[src/lmeh_pkg.sv]
package lmeh_pkg;

  // Largest speed table the block supports; unused entries read as zero.
  localparam int unsigned TBL_MAX   = 12;
  localparam int unsigned TBL_IDX_W = 4;

  // Restoring divider: 34-bit numerator, one quotient bit per step.
  localparam int unsigned NUM_W     = 34;
  localparam int unsigned DEN_W     = 18;
  localparam int unsigned REM_W     = 17;
  localparam int unsigned DIV_STEPS = NUM_W;
  localparam int unsigned STEP_W    = 6;

  // Working value: -2 or an exposure up to 65535.
  localparam int unsigned V_W = 18;

  // APB register port.
  localparam int unsigned APB_AW = 6;
  localparam int unsigned APB_DW = 64;

  // Register indexes.
  localparam logic [2:0] REG_CMP_FAST    = 3'd0;
  localparam logic [2:0] REG_CMP_SLOW    = 3'd1;
  localparam logic [2:0] REG_OFFSET      = 3'd2;
  localparam logic [2:0] REG_LIMIT       = 3'd3;
  localparam logic [2:0] REG_THRESH      = 3'd4;
  localparam logic [2:0] REG_SPEEDS_LOW  = 3'd5;
  localparam logic [2:0] REG_SPEEDS_MID  = 3'd6;
  localparam logic [2:0] REG_SPEEDS_HIGH = 3'd7;

  localparam logic [15:0] LIMIT_RST  = 16'd44250;
  localparam logic [15:0] THRESH_RST = 16'd100;

  // Helper modes.
  localparam logic [1:0] MODE_OFF    = 2'd0;
  localparam logic [1:0] MODE_AUTO   = 2'd1;
  localparam logic [1:0] MODE_MANUAL = 2'd2;

  // Search window margins around the table ends.
  localparam logic [18:0] BELOW_MARGIN = 19'd6;
  localparam logic [18:0] ABOVE_MARGIN = 19'd128;

  typedef struct packed {
    logic [15:0]                    cmp_fast;
    logic [15:0]                    cmp_slow;
    logic [15:0]                    offset;
    logic [15:0]                    limit;
    logic [15:0]                    thresh;
    logic [TBL_MAX-1:0][15:0]       speeds;
  } cfg_t;

  typedef struct packed {
    logic                 load;
    logic                 mul;
    logic                 div_load;
    logic                 div_step;
    logic                 fin_e;
    logic                 srch_first;
    logic                 srch_step;
    logic [TBL_IDX_W-1:0] srch_idx;
    logic                 commit;
  } cmd_t;

  typedef struct packed {
    logic manual;
  } sts_t;

endpackage

[src/lmeh_in_if.sv]
interface lmeh_in_if;
  logic        valid;
  logic        ready;
  logic [15:0] elapsed_ms;
  logic [15:0] pulse_count;
  logic        pulse_overflow;
  logic [3:0]  dial_slot;
  logic [1:0]  helper_mode;
  logic        fast_film;

  modport source (
    output valid, elapsed_ms, pulse_count, pulse_overflow, dial_slot, helper_mode, fast_film,
    input  ready
  );
  modport sink (
    input  valid, elapsed_ms, pulse_count, pulse_overflow, dial_slot, helper_mode, fast_film,
    output ready
  );
endinterface

[src/lmeh_out_if.sv]
interface lmeh_out_if;
  logic        valid;
  logic        ready;
  logic [15:0] predicted_exposure;
  logic        too_long;
  logic [3:0]  slot_code;
  logic        led_blue;
  logic        led_red;

  modport source (
    output valid, predicted_exposure, too_long, slot_code, led_blue, led_red,
    input  ready
  );
  modport sink (
    input  valid, predicted_exposure, too_long, slot_code, led_blue, led_red,
    output ready
  );
endinterface

[src/lmeh_regs.sv]
module lmeh_regs (
  input  logic                        clk,
  input  logic                        rst_n,
  input  logic                        psel,
  input  logic                        penable,
  input  logic                        pwrite,
  input  logic [lmeh_pkg::APB_AW-1:0] paddr,
  input  logic [lmeh_pkg::APB_DW-1:0] pwdata,
  output logic [lmeh_pkg::APB_DW-1:0] prdata,
  output logic                        pready,
  output lmeh_pkg::cfg_t              cfg
);
  import lmeh_pkg::*;

  logic [15:0] cmp_fast_r;
  logic [15:0] cmp_slow_r;
  logic [15:0] offset_r;
  logic [15:0] limit_r;
  logic [15:0] thresh_r;
  logic [63:0] speeds_low_r;
  logic [63:0] speeds_mid_r;
  logic [47:0] speeds_high_r;
  logic [2:0]  idx;
  logic        aligned;
  logic        wr_en;

  assign idx     = paddr[APB_AW-1:3];
  assign aligned = (paddr[2:0] == 3'd0);
  assign wr_en   = psel && penable && pwrite && aligned;
  assign pready  = 1'b1;

  // Register writes complete in the access phase.
  always_ff @(posedge clk) begin
    if (!rst_n) begin
      cmp_fast_r    <= '0;
      cmp_slow_r    <= '0;
      offset_r      <= '0;
      limit_r       <= LIMIT_RST;
      thresh_r      <= THRESH_RST;
      speeds_low_r  <= '0;
      speeds_mid_r  <= '0;
      speeds_high_r <= '0;
    end else if (wr_en) begin
      case (idx)
        REG_CMP_FAST:    cmp_fast_r    <= pwdata[15:0];
        REG_CMP_SLOW:    cmp_slow_r    <= pwdata[15:0];
        REG_OFFSET:      offset_r      <= pwdata[15:0];
        REG_LIMIT:       limit_r       <= pwdata[15:0];
        REG_THRESH:      thresh_r      <= pwdata[15:0];
        REG_SPEEDS_LOW:  speeds_low_r  <= pwdata;
        REG_SPEEDS_MID:  speeds_mid_r  <= pwdata;
        REG_SPEEDS_HIGH: speeds_high_r <= pwdata[47:0];
        default: ;
      endcase
    end
  end

  // Read data is a plain decode of the address.
  always_comb begin
    prdata = '0;
    if (aligned) begin
      case (idx)
        REG_CMP_FAST:    prdata = {48'd0, cmp_fast_r};
        REG_CMP_SLOW:    prdata = {48'd0, cmp_slow_r};
        REG_OFFSET:      prdata = {48'd0, offset_r};
        REG_LIMIT:       prdata = {48'd0, limit_r};
        REG_THRESH:      prdata = {48'd0, thresh_r};
        REG_SPEEDS_LOW:  prdata = speeds_low_r;
        REG_SPEEDS_MID:  prdata = speeds_mid_r;
        REG_SPEEDS_HIGH: prdata = {16'd0, speeds_high_r};
        default:         prdata = '0;
      endcase
    end
  end

  // The speed table is the three words laid end to end, with a zero entry on top.
  always_comb begin
    cfg.cmp_fast = cmp_fast_r;
    cfg.cmp_slow = cmp_slow_r;
    cfg.offset   = offset_r;
    cfg.limit    = limit_r;
    cfg.thresh   = thresh_r;
    cfg.speeds   = {16'd0, speeds_high_r, speeds_mid_r, speeds_low_r};
  end

endmodule

[src/lmeh_ctrl.sv]
module lmeh_ctrl #(
  parameter int unsigned TABLE_ENTRIES = 11
) (
  input  logic           clk,
  input  logic           rst_n,
  input  logic           in_valid,
  output logic           in_ready,
  output logic           out_valid,
  input  logic           out_ready,
  input  lmeh_pkg::sts_t sts,
  output lmeh_pkg::cmd_t cmd
);
  import lmeh_pkg::*;

  typedef enum logic [2:0] {
    S_IDLE,
    S_MUL,
    S_LOAD,
    S_DIV,
    S_SUM,
    S_SRCH,
    S_FIN
  } state_t;

  localparam logic [STEP_W-1:0] DIV_LAST  = STEP_W'(DIV_STEPS - 1);
  localparam logic [STEP_W-1:0] SRCH_LAST = STEP_W'(TABLE_ENTRIES - 1);

  state_t            state_r;
  state_t            state_nxt;
  logic [STEP_W-1:0] step_r;
  logic [STEP_W-1:0] step_nxt;
  logic              out_valid_r;
  logic              out_valid_nxt;
  logic              slot_free;

  assign slot_free = !out_valid_r || out_ready;
  assign in_ready  = (state_r == S_IDLE);
  assign out_valid = out_valid_r;

  // Sequencing of one word through capture, multiply, divide, sum, search (manual mode only) and commit.
  always_comb begin
    state_nxt     = state_r;
    step_nxt      = step_r;
    out_valid_nxt = out_valid_r && !out_ready;
    cmd           = '0;
    cmd.srch_idx  = step_r[TBL_IDX_W-1:0];
    case (state_r)
      S_IDLE: begin
        if (in_valid) begin
          cmd.load  = 1'b1;
          state_nxt = S_MUL;
        end
      end
      S_MUL: begin
        cmd.mul   = 1'b1;
        state_nxt = S_LOAD;
      end
      S_LOAD: begin
        cmd.div_load = 1'b1;
        step_nxt     = '0;
        state_nxt    = S_DIV;
      end
      S_DIV: begin
        cmd.div_step = 1'b1;
        step_nxt     = step_r + 1'b1;
        if (step_r == DIV_LAST) begin
          state_nxt = S_SUM;
        end
      end
      S_SUM: begin
        cmd.fin_e = 1'b1;
        step_nxt  = '0;
        state_nxt = sts.manual ? S_SRCH : S_FIN;
      end
      S_SRCH: begin
        cmd.srch_first = (step_r == '0);
        cmd.srch_step  = (step_r != '0);
        step_nxt       = step_r + 1'b1;
        if (step_r == SRCH_LAST) begin
          state_nxt = S_FIN;
        end
      end
      S_FIN: begin
        if (slot_free) begin
          cmd.commit    = 1'b1;
          out_valid_nxt = 1'b1;
          state_nxt     = S_IDLE;
        end
      end
      default: state_nxt = S_IDLE;
    endcase
  end

  always_ff @(posedge clk) begin
    if (!rst_n) begin
      state_r     <= S_IDLE;
      step_r      <= '0;
      out_valid_r <= 1'b0;
    end else begin
      state_r     <= state_nxt;
      step_r      <= step_nxt;
      out_valid_r <= out_valid_nxt;
    end
  end

endmodule

[src/lmeh_dp.sv]
module lmeh_dp #(
  parameter int unsigned TABLE_ENTRIES = 11
) (
  input  logic           clk,
  input  logic           rst_n,
  input  lmeh_pkg::cfg_t cfg,
  input  lmeh_pkg::cmd_t cmd,
  output lmeh_pkg::sts_t sts,
  input  logic [15:0]    elapsed_ms,
  input  logic [15:0]    pulse_count,
  input  logic           pulse_overflow,
  input  logic [3:0]     dial_slot,
  input  logic [1:0]     helper_mode,
  input  logic           fast_film,
  output logic [15:0]    predicted_exposure,
  output logic           too_long,
  output logic [3:0]     slot_code,
  output logic           led_blue,
  output logic           led_red
);
  import lmeh_pkg::*;

  localparam logic [3:0] CODE_ABOVE = 4'(TABLE_ENTRIES);
  localparam logic [3:0] CODE_BELOW = 4'(TABLE_ENTRIES + 1);

  // Captured word.
  logic [15:0] ms_r;
  logic [16:0] count_r;
  logic [3:0]  dial_r;
  logic [1:0]  mode_r;
  logic        fast_r;

  // Arithmetic.
  logic [31:0]      prod_r;
  logic [NUM_W-1:0] num_r;
  logic [REM_W-1:0] rem_r;
  logic [DEN_W-1:0] den;
  logic [DEN_W-1:0] shifted;
  logic [DEN_W:0]   trial;
  logic [NUM_W:0]   e_sum;
  logic [15:0]      shown_r;
  logic             too_long_r;
  logic [V_W-1:0]   v_r;

  // Search.
  logic [15:0]          entry;
  logic [18:0]          diff;
  logic [18:0]          diff_neg;
  logic [V_W-1:0]       delta;
  logic [V_W-1:0]       best_d_r;
  logic [TBL_IDX_W-1:0] best_idx_r;

  // Result and LED state.
  logic [15:0] pe_r;
  logic        tl_r;
  logic [3:0]  code_r;
  logic        blue_r;
  logic        red_r;
  logic [3:0]  code_nxt;
  logic        blue_nxt;
  logic        red_nxt;
  logic        below;
  logic        above;
  logic        auto_on;
  logic [18:0] v_ext;

  assign sts.manual = (mode_r == MODE_MANUAL);

  // The rounding divisor is twice the count.
  assign den     = {count_r, 1'b0};
  assign shifted = {rem_r, num_r[NUM_W-1]};
  assign trial   = {1'b0, shifted} - {1'b0, den};
  assign e_sum   = {1'b0, num_r} + {{(NUM_W-15){1'b0}}, cfg.offset};

  // Capture, multiply, divide and add the offset.
  always_ff @(posedge clk) begin
    if (cmd.load) begin
      ms_r    <= elapsed_ms;
      count_r <= pulse_overflow ? 17'h10000 : {1'b0, pulse_count};
      dial_r  <= dial_slot;
      mode_r  <= helper_mode;
      fast_r  <= fast_film;
    end
    if (cmd.mul) begin
      prod_r <= ms_r * (fast_r ? cfg.cmp_fast : cfg.cmp_slow);
    end
    if (cmd.div_load) begin
      num_r <= {1'b0, prod_r, 1'b0} + {{(NUM_W-17){1'b0}}, count_r};
      rem_r <= '0;
    end else if (cmd.div_step) begin
      num_r <= {num_r[NUM_W-2:0], ~trial[DEN_W]};
      if (!trial[DEN_W]) begin
        rem_r <= trial[REM_W-1:0];
      end else begin
        rem_r <= shifted[REM_W-1:0];
      end
    end
    if (cmd.fin_e) begin
      if (count_r == '0) begin
        shown_r    <= 16'hFFFF;
        too_long_r <= 1'b1;
        v_r        <= -V_W'(2);
      end else begin
        shown_r    <= (e_sum[NUM_W:16] != '0) ? 16'hFFFF : e_sum[15:0];
        too_long_r <= (e_sum > {{(NUM_W-15){1'b0}}, cfg.limit});
        v_r        <= (e_sum > {{(NUM_W-15){1'b0}}, cfg.limit}) ? -V_W'(2)
                                                                 : {2'b00, e_sum[15:0]};
      end
    end
  end

  // Distance from the working value to one table entry.
  assign entry    = cfg.speeds[cmd.srch_idx];
  assign v_ext    = {v_r[V_W-1], v_r};
  assign diff     = {3'b000, entry} - v_ext;
  assign diff_neg = v_ext - {3'b000, entry};
  assign delta    = diff[18] ? diff_neg[V_W-1:0] : diff[V_W-1:0];

  // Nearest entry, first one wins a tie.
  always_ff @(posedge clk) begin
    if (cmd.srch_first) begin
      best_d_r   <= delta;
      best_idx_r <= '0;
    end else if (cmd.srch_step && (delta < best_d_r)) begin
      best_d_r   <= delta;
      best_idx_r <= cmd.srch_idx;
    end
  end

  // Range checks against the table ends and the auto threshold.
  assign below   = $signed(v_ext) < ($signed({3'b000, cfg.speeds[0]}) - $signed(BELOW_MARGIN));
  assign above   = $signed(v_ext) >
                   ($signed({3'b000, cfg.speeds[TABLE_ENTRIES-1]}) + $signed(ABOVE_MARGIN));
  assign auto_on = $signed(v_ext) > $signed({3'b000, cfg.thresh});

  // Slot code and LED levels for the finished word.
  always_comb begin
    code_nxt = '0;
    blue_nxt = blue_r;
    red_nxt  = red_r;
    case (mode_r)
      MODE_OFF: begin
        blue_nxt = 1'b0;
        red_nxt  = 1'b0;
      end
      MODE_AUTO: begin
        blue_nxt = auto_on;
        red_nxt  = auto_on;
      end
      MODE_MANUAL: begin
        if (below) begin
          code_nxt = CODE_BELOW;
          red_nxt  = !red_r;
          blue_nxt = 1'b0;
        end else if (above) begin
          code_nxt = CODE_ABOVE;
          red_nxt  = 1'b0;
          blue_nxt = !blue_r;
        end else begin
          code_nxt = best_idx_r;
          blue_nxt = (dial_r < best_idx_r);
          red_nxt  = (dial_r > best_idx_r);
        end
      end
      default: ;
    endcase
  end

  // Output word register.
  always_ff @(posedge clk) begin
    if (cmd.commit) begin
      pe_r   <= shown_r;
      tl_r   <= too_long_r;
      code_r <= code_nxt;
    end
  end

  // LED levels are the block's only lasting state.
  always_ff @(posedge clk) begin
    if (!rst_n) begin
      blue_r <= 1'b0;
      red_r  <= 1'b0;
    end else if (cmd.commit) begin
      blue_r <= blue_nxt;
      red_r  <= red_nxt;
    end
  end

  assign predicted_exposure = pe_r;
  assign too_long           = tl_r;
  assign slot_code          = code_r;
  assign led_blue           = blue_r;
  assign led_red            = red_r;

endmodule

[src/light_meter_exposure_helper_top.sv]
// Channel   Direction  Handshake              Contents
// in_ch     sink       valid/ready            one finished sensor window word
// out_ch    source     valid/ready            exposure, flag, slot code, LED levels
// cfg_*     APB slave  psel/penable, pready=1 eight registers at byte address 8*i
//
// A word is captured, multiplied, run through the 34-step restoring divider and offset;
// in manual mode only, a table search then checks one entry per cycle. A new word is
// accepted in the cycle after the previous result is loaded into the output register,
// even while that result still waits for out_ch.ready. Reset is synchronous and active
// low; it restores the register defaults and turns both LEDs off.
module light_meter_exposure_helper_top #(
  parameter int unsigned TABLE_ENTRIES = 11
) (
  input  logic                        clk,
  input  logic                        rst_n,
  lmeh_in_if.sink                     in_ch,
  lmeh_out_if.source                  out_ch,
  input  logic                        cfg_psel,
  input  logic                        cfg_penable,
  input  logic                        cfg_pwrite,
  input  logic [lmeh_pkg::APB_AW-1:0] cfg_paddr,
  input  logic [lmeh_pkg::APB_DW-1:0] cfg_pwdata,
  output logic [lmeh_pkg::APB_DW-1:0] cfg_prdata,
  output logic                        cfg_pready
);
  import lmeh_pkg::*;

  cfg_t cfg;
  cmd_t cmd;
  sts_t sts;

  // Configuration registers.
  lmeh_regs u_regs (
    .clk     (clk),
    .rst_n   (rst_n),
    .psel    (cfg_psel),
    .penable (cfg_penable),
    .pwrite  (cfg_pwrite),
    .paddr   (cfg_paddr),
    .pwdata  (cfg_pwdata),
    .prdata  (cfg_prdata),
    .pready  (cfg_pready),
    .cfg     (cfg)
  );

  // Sequencer.
  lmeh_ctrl #(
    .TABLE_ENTRIES (TABLE_ENTRIES)
  ) u_ctrl (
    .clk       (clk),
    .rst_n     (rst_n),
    .in_valid  (in_ch.valid),
    .in_ready  (in_ch.ready),
    .out_valid (out_ch.valid),
    .out_ready (out_ch.ready),
    .sts       (sts),
    .cmd       (cmd)
  );

  // Arithmetic, search and LED state.
  lmeh_dp #(
    .TABLE_ENTRIES (TABLE_ENTRIES)
  ) u_dp (
    .clk                (clk),
    .rst_n              (rst_n),
    .cfg                (cfg),
    .cmd                (cmd),
    .sts                (sts),
    .elapsed_ms         (in_ch.elapsed_ms),
    .pulse_count        (in_ch.pulse_count),
    .pulse_overflow     (in_ch.pulse_overflow),
    .dial_slot          (in_ch.dial_slot),
    .helper_mode        (in_ch.helper_mode),
    .fast_film          (in_ch.fast_film),
    .predicted_exposure (out_ch.predicted_exposure),
    .too_long           (out_ch.too_long),
    .slot_code          (out_ch.slot_code),
    .led_blue           (out_ch.led_blue),
    .led_red            (out_ch.led_red)
  );

endmodule
[src/flat_wrapper.sv]
// flat-port wrapper written by rule: the top's interface ports become plain ports
module light_meter_exposure_helper_top_flat import lmeh_pkg::*;
#(
  parameter int unsigned TABLE_ENTRIES = 11
)
  (clk, rst_n, cfg_psel, cfg_penable, cfg_pwrite, cfg_paddr, cfg_pwdata, cfg_prdata, cfg_pready, in_ch_valid, in_ch_elapsed_ms, in_ch_pulse_count, in_ch_pulse_overflow, in_ch_dial_slot, in_ch_helper_mode, in_ch_fast_film, in_ch_ready, out_ch_valid, out_ch_predicted_exposure, out_ch_too_long, out_ch_slot_code, out_ch_led_blue, out_ch_led_red, out_ch_ready);
  lmeh_in_if in_ch_i ();
  lmeh_out_if out_ch_i ();
  input  logic clk;
  input  logic rst_n;
  input  logic cfg_psel;
  input  logic cfg_penable;
  input  logic cfg_pwrite;
  input  logic [lmeh_pkg::APB_AW-1:0] cfg_paddr;
  input  logic [lmeh_pkg::APB_DW-1:0] cfg_pwdata;
  output logic [lmeh_pkg::APB_DW-1:0] cfg_prdata;
  output logic cfg_pready;
  input wire logic [$bits(in_ch_i.valid)-1:0] in_ch_valid;
  input wire logic [$bits(in_ch_i.elapsed_ms)-1:0] in_ch_elapsed_ms;
  input wire logic [$bits(in_ch_i.pulse_count)-1:0] in_ch_pulse_count;
  input wire logic [$bits(in_ch_i.pulse_overflow)-1:0] in_ch_pulse_overflow;
  input wire logic [$bits(in_ch_i.dial_slot)-1:0] in_ch_dial_slot;
  input wire logic [$bits(in_ch_i.helper_mode)-1:0] in_ch_helper_mode;
  input wire logic [$bits(in_ch_i.fast_film)-1:0] in_ch_fast_film;
  output wire logic [$bits(in_ch_i.ready)-1:0] in_ch_ready;
  output wire logic [$bits(out_ch_i.valid)-1:0] out_ch_valid;
  output wire logic [$bits(out_ch_i.predicted_exposure)-1:0] out_ch_predicted_exposure;
  output wire logic [$bits(out_ch_i.too_long)-1:0] out_ch_too_long;
  output wire logic [$bits(out_ch_i.slot_code)-1:0] out_ch_slot_code;
  output wire logic [$bits(out_ch_i.led_blue)-1:0] out_ch_led_blue;
  output wire logic [$bits(out_ch_i.led_red)-1:0] out_ch_led_red;
  input wire logic [$bits(out_ch_i.ready)-1:0] out_ch_ready;
  assign in_ch_i.valid = in_ch_valid;
  assign in_ch_i.elapsed_ms = in_ch_elapsed_ms;
  assign in_ch_i.pulse_count = in_ch_pulse_count;
  assign in_ch_i.pulse_overflow = in_ch_pulse_overflow;
  assign in_ch_i.dial_slot = in_ch_dial_slot;
  assign in_ch_i.helper_mode = in_ch_helper_mode;
  assign in_ch_i.fast_film = in_ch_fast_film;
  assign in_ch_ready = in_ch_i.ready;
  assign out_ch_valid = out_ch_i.valid;
  assign out_ch_predicted_exposure = out_ch_i.predicted_exposure;
  assign out_ch_too_long = out_ch_i.too_long;
  assign out_ch_slot_code = out_ch_i.slot_code;
  assign out_ch_led_blue = out_ch_i.led_blue;
  assign out_ch_led_red = out_ch_i.led_red;
  assign out_ch_i.ready = out_ch_ready;
  light_meter_exposure_helper_top #(.TABLE_ENTRIES(TABLE_ENTRIES)) u_core (.clk(clk), .rst_n(rst_n), .in_ch(in_ch_i), .out_ch(out_ch_i), .cfg_psel(cfg_psel), .cfg_penable(cfg_penable), .cfg_pwrite(cfg_pwrite), .cfg_paddr(cfg_paddr), .cfg_pwdata(cfg_pwdata), .cfg_prdata(cfg_prdata), .cfg_pready(cfg_pready));
endmodule
[config.mk]
export PLATFORM = sky130hd
export DESIGN_NAME = light_meter_exposure_helper_top_flat
export DESIGN_NICKNAME = d
export VERILOG_FILES = /design/src/lmeh_pkg.sv /design/src/lmeh_in_if.sv /design/src/lmeh_out_if.sv /design/src/lmeh_regs.sv /design/src/lmeh_ctrl.sv /design/src/lmeh_dp.sv /design/src/light_meter_exposure_helper_top.sv /design/src/flat_wrapper.sv
export SDC_FILE = /design/constraint.sdc
export NUM_CORES = 2
export LEC_CHECK = 0
export BUFFER_PORTS_ARGS = -buffer_cell sky130_fd_sc_hd__buf_2
export CAP_MARGIN = 20
export CELL_PAD_IN_SITES_DETAIL_PLACEMENT = 1
export CELL_PAD_IN_SITES_GLOBAL_PLACEMENT = 1
export CORE_ASPECT_RATIO = 1.25
export CORE_MARGIN = 2
export CORE_UTILIZATION = 35
export DETAILED_ROUTE_END_ITERATION = 6
export PLACE_DENSITY = 0.7
export REMOVE_ABC_BUFFERS = 1
export SETUP_SLACK_MARGIN = 0.15
export SYNTH_ARGS = -nofsm -noshare
export SYNTH_HDL_FRONTEND = slang
export SYNTH_HIERARCHICAL = 1
export SYNTH_SLANG_ARGS = --single-unit
[constraint.sdc]
create_clock -name clk -period 6.45 [get_ports clk]
set_input_delay 0.9675 -clock clk [delete_from_list [all_inputs] [get_ports clk]]
set_output_delay 0.9675 -clock clk [all_outputs]
set_load 0.005 [all_outputs]
### After elaboration in Yosys (flattened, before gate mapping)

Cells that the tools add are included.

* logic and storage cells: 148
* output and inout bits: 90
* input bits: 117
* bits in registers: 469

* bitwise logic cells: 2
* add/subtract/negate cells: 8
* $mul: 1
* muxes and demuxes: 39
* equality and inequality tests: 21
* order comparisons: 8
* reductions and logical operators: 37

Operators by type and width (count)
* $pmux W64 S8: 1
* $mux W18: 4
* $mux W34: 2
* $bmux W16 S4: 1
* $mux W64: 1
* $add A34 B16 Y35: 1
* $gt A35 B16 Y1: 1
* $add A33 B17 Y34: 1
* $mux W17: 2
* $mul A16 B16 Y32: 1
* $mux W16: 2
* $eq A3 B3 Y1 const B: 7
* $pmux W3 S7: 1
* $reduce_bool A19 Y1: 1
* $sub A17 B18 Y19: 1
* $sub A18 B18 Y19: 1
* $gt A18 B17 Y1: 1
* $gt A18 B18 Y1: 1
* $lt A18 B17 Y1: 1
* $lt A18 B18 Y1: 1
* $reduce_and A2 Y1: 9
* $sub A18 B17 Y18: 1
* $add A16 B8 Y17 const B: 1
* $logic_not A17 Y1: 1
* 30 further kinds: 72

### Depth between registers and ports, before layout

* word-level depth: 8
* mapped depth: 29
* gate-level depth less buffers: 25

### Hierarchy

Netlist, hierarchy kept.

Modules (own cells, without submodules)
* lmeh_dp: sequential area each 5805.6 um^2, area each 24715.0 um^2, cells each 2606, instances 1
* lmeh_regs: sequential area each 5124.9 um^2, area each 11123.2 um^2, cells each 1391, instances 1
* lmeh_ctrl: sequential area each 200.2 um^2, area each 744.5 um^2, cells each 87, instances 1

### Worst setup path before layout

OpenSTA, ideal clock, no wires.

* path type: flip-flop to flip-flop
* start: reg u_core.u_dp.fast_r
* end: reg u_core.u_dp.prod_r[31], data pin
* stages on the path, launching flop included: 27
* library setup time: 0.259 ns
* data arrival time: 6.538 ns
* data required time: 6.191 ns
* setup slack: -0.347 ns
* buffers on the path: 3
* path through: edfxtp_1 clkbuf_1 clkbuf_1 mux2_2 clkbuf_1 nand2_1 fa_1 inv_1 fa_1 inv_1 fa_1 inv_1 fa_1 fa_1 inv_1 fa_1 inv_1 ha_1 nand2_1 nor2_1 a211oi_1 o21ai_1 a211oi_1 nor3_1 o41ai_2 mux2i_1 nor2_1

* longest elaborated chain between the ends: 2

RTL lines
* from (decl): RTL line lmeh_dp.sv:31 `logic fast_r;`
* from (signal assigned): RTL line lmeh_dp.sv:82 `fast_r <= fast_film;`
* $mux W16: RTL line lmeh_dp.sv:85 `prod_r <= ms_r * (fast_r ? cfg.cmp_fast : cfg.cmp_slow);`
* $mul A16 B16 Y32: RTL line lmeh_dp.sv:85
* to (signal assigned): RTL line lmeh_dp.sv:85
* to (decl): RTL line lmeh_dp.sv:34 `logic [31:0] prod_r;`

Every way passes these cells.
A chain may end at the register's enable or synchronous reset.

### Worst setup path in the final report

Ends and elaborated chain as after synthesis.

==> flow_summary.ini <==
[yosys]
synth-adder-area-share_pct = 20.5
synth_edf_count = 178
synth_cells = 4084
synthMuxAreaShare_pct = 6.89
synth-simple-area-share_pct = 17.4
ys_seq_area_share_pct = 30.4
synth.distinct_cells = 93
syn_area_um2 = 36600
synthFlopType = dfxtp_1
syn_avg_cell_area_um2 = 8.96
async_reset_ff_share_pct = 0
synth-compound-area-share_pct = 14.9
ys_ff_latch = 467
synth_top_family_by_area = adder cells
ys_warn_count = 6
synth_xor_xnor_area_share_pct = 2.66

[floorplan]
rows = 132
die_w_um = 293
start_util_pct = 35.3
die_y_um = 365
coreArea_um2 = 104000
ioPinCount = 207
dieArea_um2 = 107000

[critical_path]
end_kind = flip-flop
r2r-start = u_core/u_dp/fast_r
cp_slowest_cell = fa_2
path_class = flip-flop to flip-flop
reg2reg_to = u_core/u_dp/prod_r[31]
required_ps = 6820
cp.arrival_ps = 6940
worstSetupStartpointType = flip-flop
worst_path_most_repeated_cell = fa_1
critPathMaxStageDelay_ps = 550
rr_worst_depth = 25
cp_max_fo = 8
r2r_slack_ps = -120

[placement]
io_buffer_count = 205
place_congestion = 0.929
hpwl_um = 98200

[cells_and_area]
fin_util_pct = 41.9
seq_area_um2 = 11100
layout.nets = 4996
areaGrowthSynthToFinish_pct = 18.6
fill_cells = 12000
multiInputGateArea_um2 = 23600
drive_above_1_share_pct = 19.7

[timing]
setup_ws_ps = -119
maxSlewViolCount = 0
clock_skew_ps = 33.5
rsz0062_at_grt = true
post-route-min-period_ps = 6570
worst_slew_pin_slew_ps = 1120
relSlewSlack_pct = 25.4
hold_violations = 0
setup_viol_count_final = 7
min_period_over_period_pct = 102
hold_slack_ps = 430
fmax_mhz = 152

[global_route]
grt_remaining_overflow = 0
grt_pass1_vias = 33100
grt_pass1_wl_um = 195000
antenna_found_initial = 8
track_usage_pct = 23.5
grt_max_degree = 90

[run]
maxCapViolCount = 0

[clock_tree]
cts_tree = yes
root_buffer = clkbuf_16
clock-sinks = 467
cts_buffer_depth = 3
cts_max_level = 2
cts_buffers = 53
clk_latency_ps = 640
path_clk_slew_ps = 60

[routing]
drt-total-wl_um = 128000
first_pass_iters = 5
via_count = 31600
vias_per_cell = 5.47
avgRoutedWirePerCell_um = 22.1
drc = 0
drt_iter0_markers = 1928
drtAntennaViolNets = 0

[power]
leakage_uw = 0.0186
powerDensity_nw_per_um2 = 225
ir_drop_mv = 0.235

[outcome]
outcome = complete, but fails checks
violations = setup timing

[worst_hold_path]
whs_path_depth = 0
hold_class = flip-flop to flip-flop
hp-start = u_core/u_dp/shown_r[10]
holdPathEnd = u_core/u_dp/predicted_exposure[10]
## Yosys cell counts (all sizes together), types with 6 or more instances
library cell	n	area, um^2
a2111oi	10	113
a211o	12	105
a211oi	31	233
a21boi	28	210
a21o	68	510
a21oi	159	815
a221oi	13	114
a22o	6	52.6
a22oi	50	375
a31oi	17	113
and2	125	782
and3	21	131
and4	11	96.3
buf	102	568
clkbuf	158	593
dfxtp	289	5790
edfxtp	178	5350
fa	199	3980
ha	281	3520
inv	391	1470
mux2	89	1010
mux2i	79	791
mux4	32	721
nand2	437	1640
nand2b	23	144
nand3	281	1410
nand4	51	325
nand4b	8	70.1
nor2	205	772
nor2b	46	288
nor3	40	226
nor4	15	106
o2111ai	6	58.8
o211ai	19	153
o21a	26	195
o21ai	328	1640
o21bai	11	82.6
o22a	16	140
o2bb2ai	12	105
o31ai	9	67.6
or3	16	110
or4	9	71.3
xnor2	64	561
xor2	47	412
## cells by family (layout without fill, tap and decap cells)
family | Yosys count | in the layout
buffers and inverters | 652 | 996
and+or+nand+nor | 1313 | 1313
DFF | 467 | 467
muxes | 200 | 201
other | 2 | 19
AOI/OAI and AO/OA | 859 | 859
adders and majority gates | 480 | 480
xor gates and xnor gates | 111 | 111
## power breakdown
group	internal [uW]	leakage, uW	switching, uW	total [uW]
clock	1920	0.000918	1370	3290
sequential	3480	0.00387	353	3830
combinational	1030	0.0138	1620	2650
## layout by cell type (no fill, tap or decap), types with 56 or more instances in the layout
cell type	count
nand3_1	280
a21o_1	68
edfxtp_1	178
nand2_1	432
buf_2	203
a21oi_1	143
mux2_2	76
xnor2_1	63
inv_1	375
o21ai_0	290
dfxtp_1	287
buf_4	255
clkbuf_16	56
fa_1	186
and2_1	117
mux2i_1	76
nor2_1	198
ha_1	264
## sequential cells by signal, indices dropped and copies added, names as in the netlist, 17 cells and up
name,flops
u_core/u_regs/speeds_low_r,64
u_core/u_regs/speeds_mid_r,64
u_core/u_regs/speeds_high_r,48
u_core/u_dp/num_r,34
u_core/u_dp/prod_r,32
u_core/u_dp/best_d_r,18
u_core/u_dp/count_r,17
u_core/u_dp/rem_r,17
u_core/u_dp/v_r,17
## worst max-delay path by stage
stage / start / endpoint / cells past startpoint
3_3_place_gp: u_core/u_dp/fast_r / u_core/u_dp/prod_r[30] / 22
4_1_cts: u_core/u_dp/fast_r / u_core/u_dp/prod_r[30] / 23
2_1_floorplan: u_core/u_ctrl/step_r[0] / u_core/u_dp/best_d_r[0] / 22
3_5_place_dp: u_core/u_dp/fast_r / u_core/u_dp/prod_r[30] / 22
5_1_grt: u_core/u_dp/fast_r / u_core/u_dp/prod_r[31] / 25
6_report: u_core/u_dp/fast_r / u_core/u_dp/prod_r[31] / 25
## routing by layer
layer	track usage (%)	part of all wire [%]	vias to the layer above
met5	0	0.025	-
met1	27.1	39	15900
met3	2.46	4.0	248
met2	42.5	51	740
met4	13.1	6.2	6
li1	-	-	14800
## per-stage QoR
stage	worst slack (ps)	cells	power (uW)	instance area (um^2)	TNS [ps]
global placement	-279	5643	6370	40400	-1110
finish	-119	5786	9780	43400	-421
detailed placement	-473	5643	6440	40400	-4000
floorplan	-1380	3839	5430	35500	-72610
global route	-280	5786	10300	43400	-3620
CTS	-41.5	5759	9780	42700	-87.0
## critical path, delay by kind of cell (launching register included)
kind / cells / cell delay [ps]
AND/OR/NAND/NOR: 5 / 450
multiplexers: 2 / 580
buffers and inverters: 8 / 820
AO/OA/AOI/OAI: 3 / 660
adder cells (fa/ha/maj): 7 / 3370
flip-flops: 1 / 390
## area by class of cell
cell class | count | share of cell area [%]
flip-flops and latches | 467 | 25.7
clock buffers | 71 | 3.45
multi-input cells | 2981 | 54.3
inverters | 392 | 3.40
diodes | 2 | 0.0115
well taps | 1340 | 3.86
repair buffers | 504 | 8.45
clock inverters | 29 | 0.851
## timing repair
action,4_1_cts,5_1_grt
pin swaps,60,78
buffers inserted,15,18
hold buffers,0,0
resized for setup,72,113
setup endpoints to repair,35,39
cloned,1,4
No activity file was read; power rests on OpenSTA's default activity.
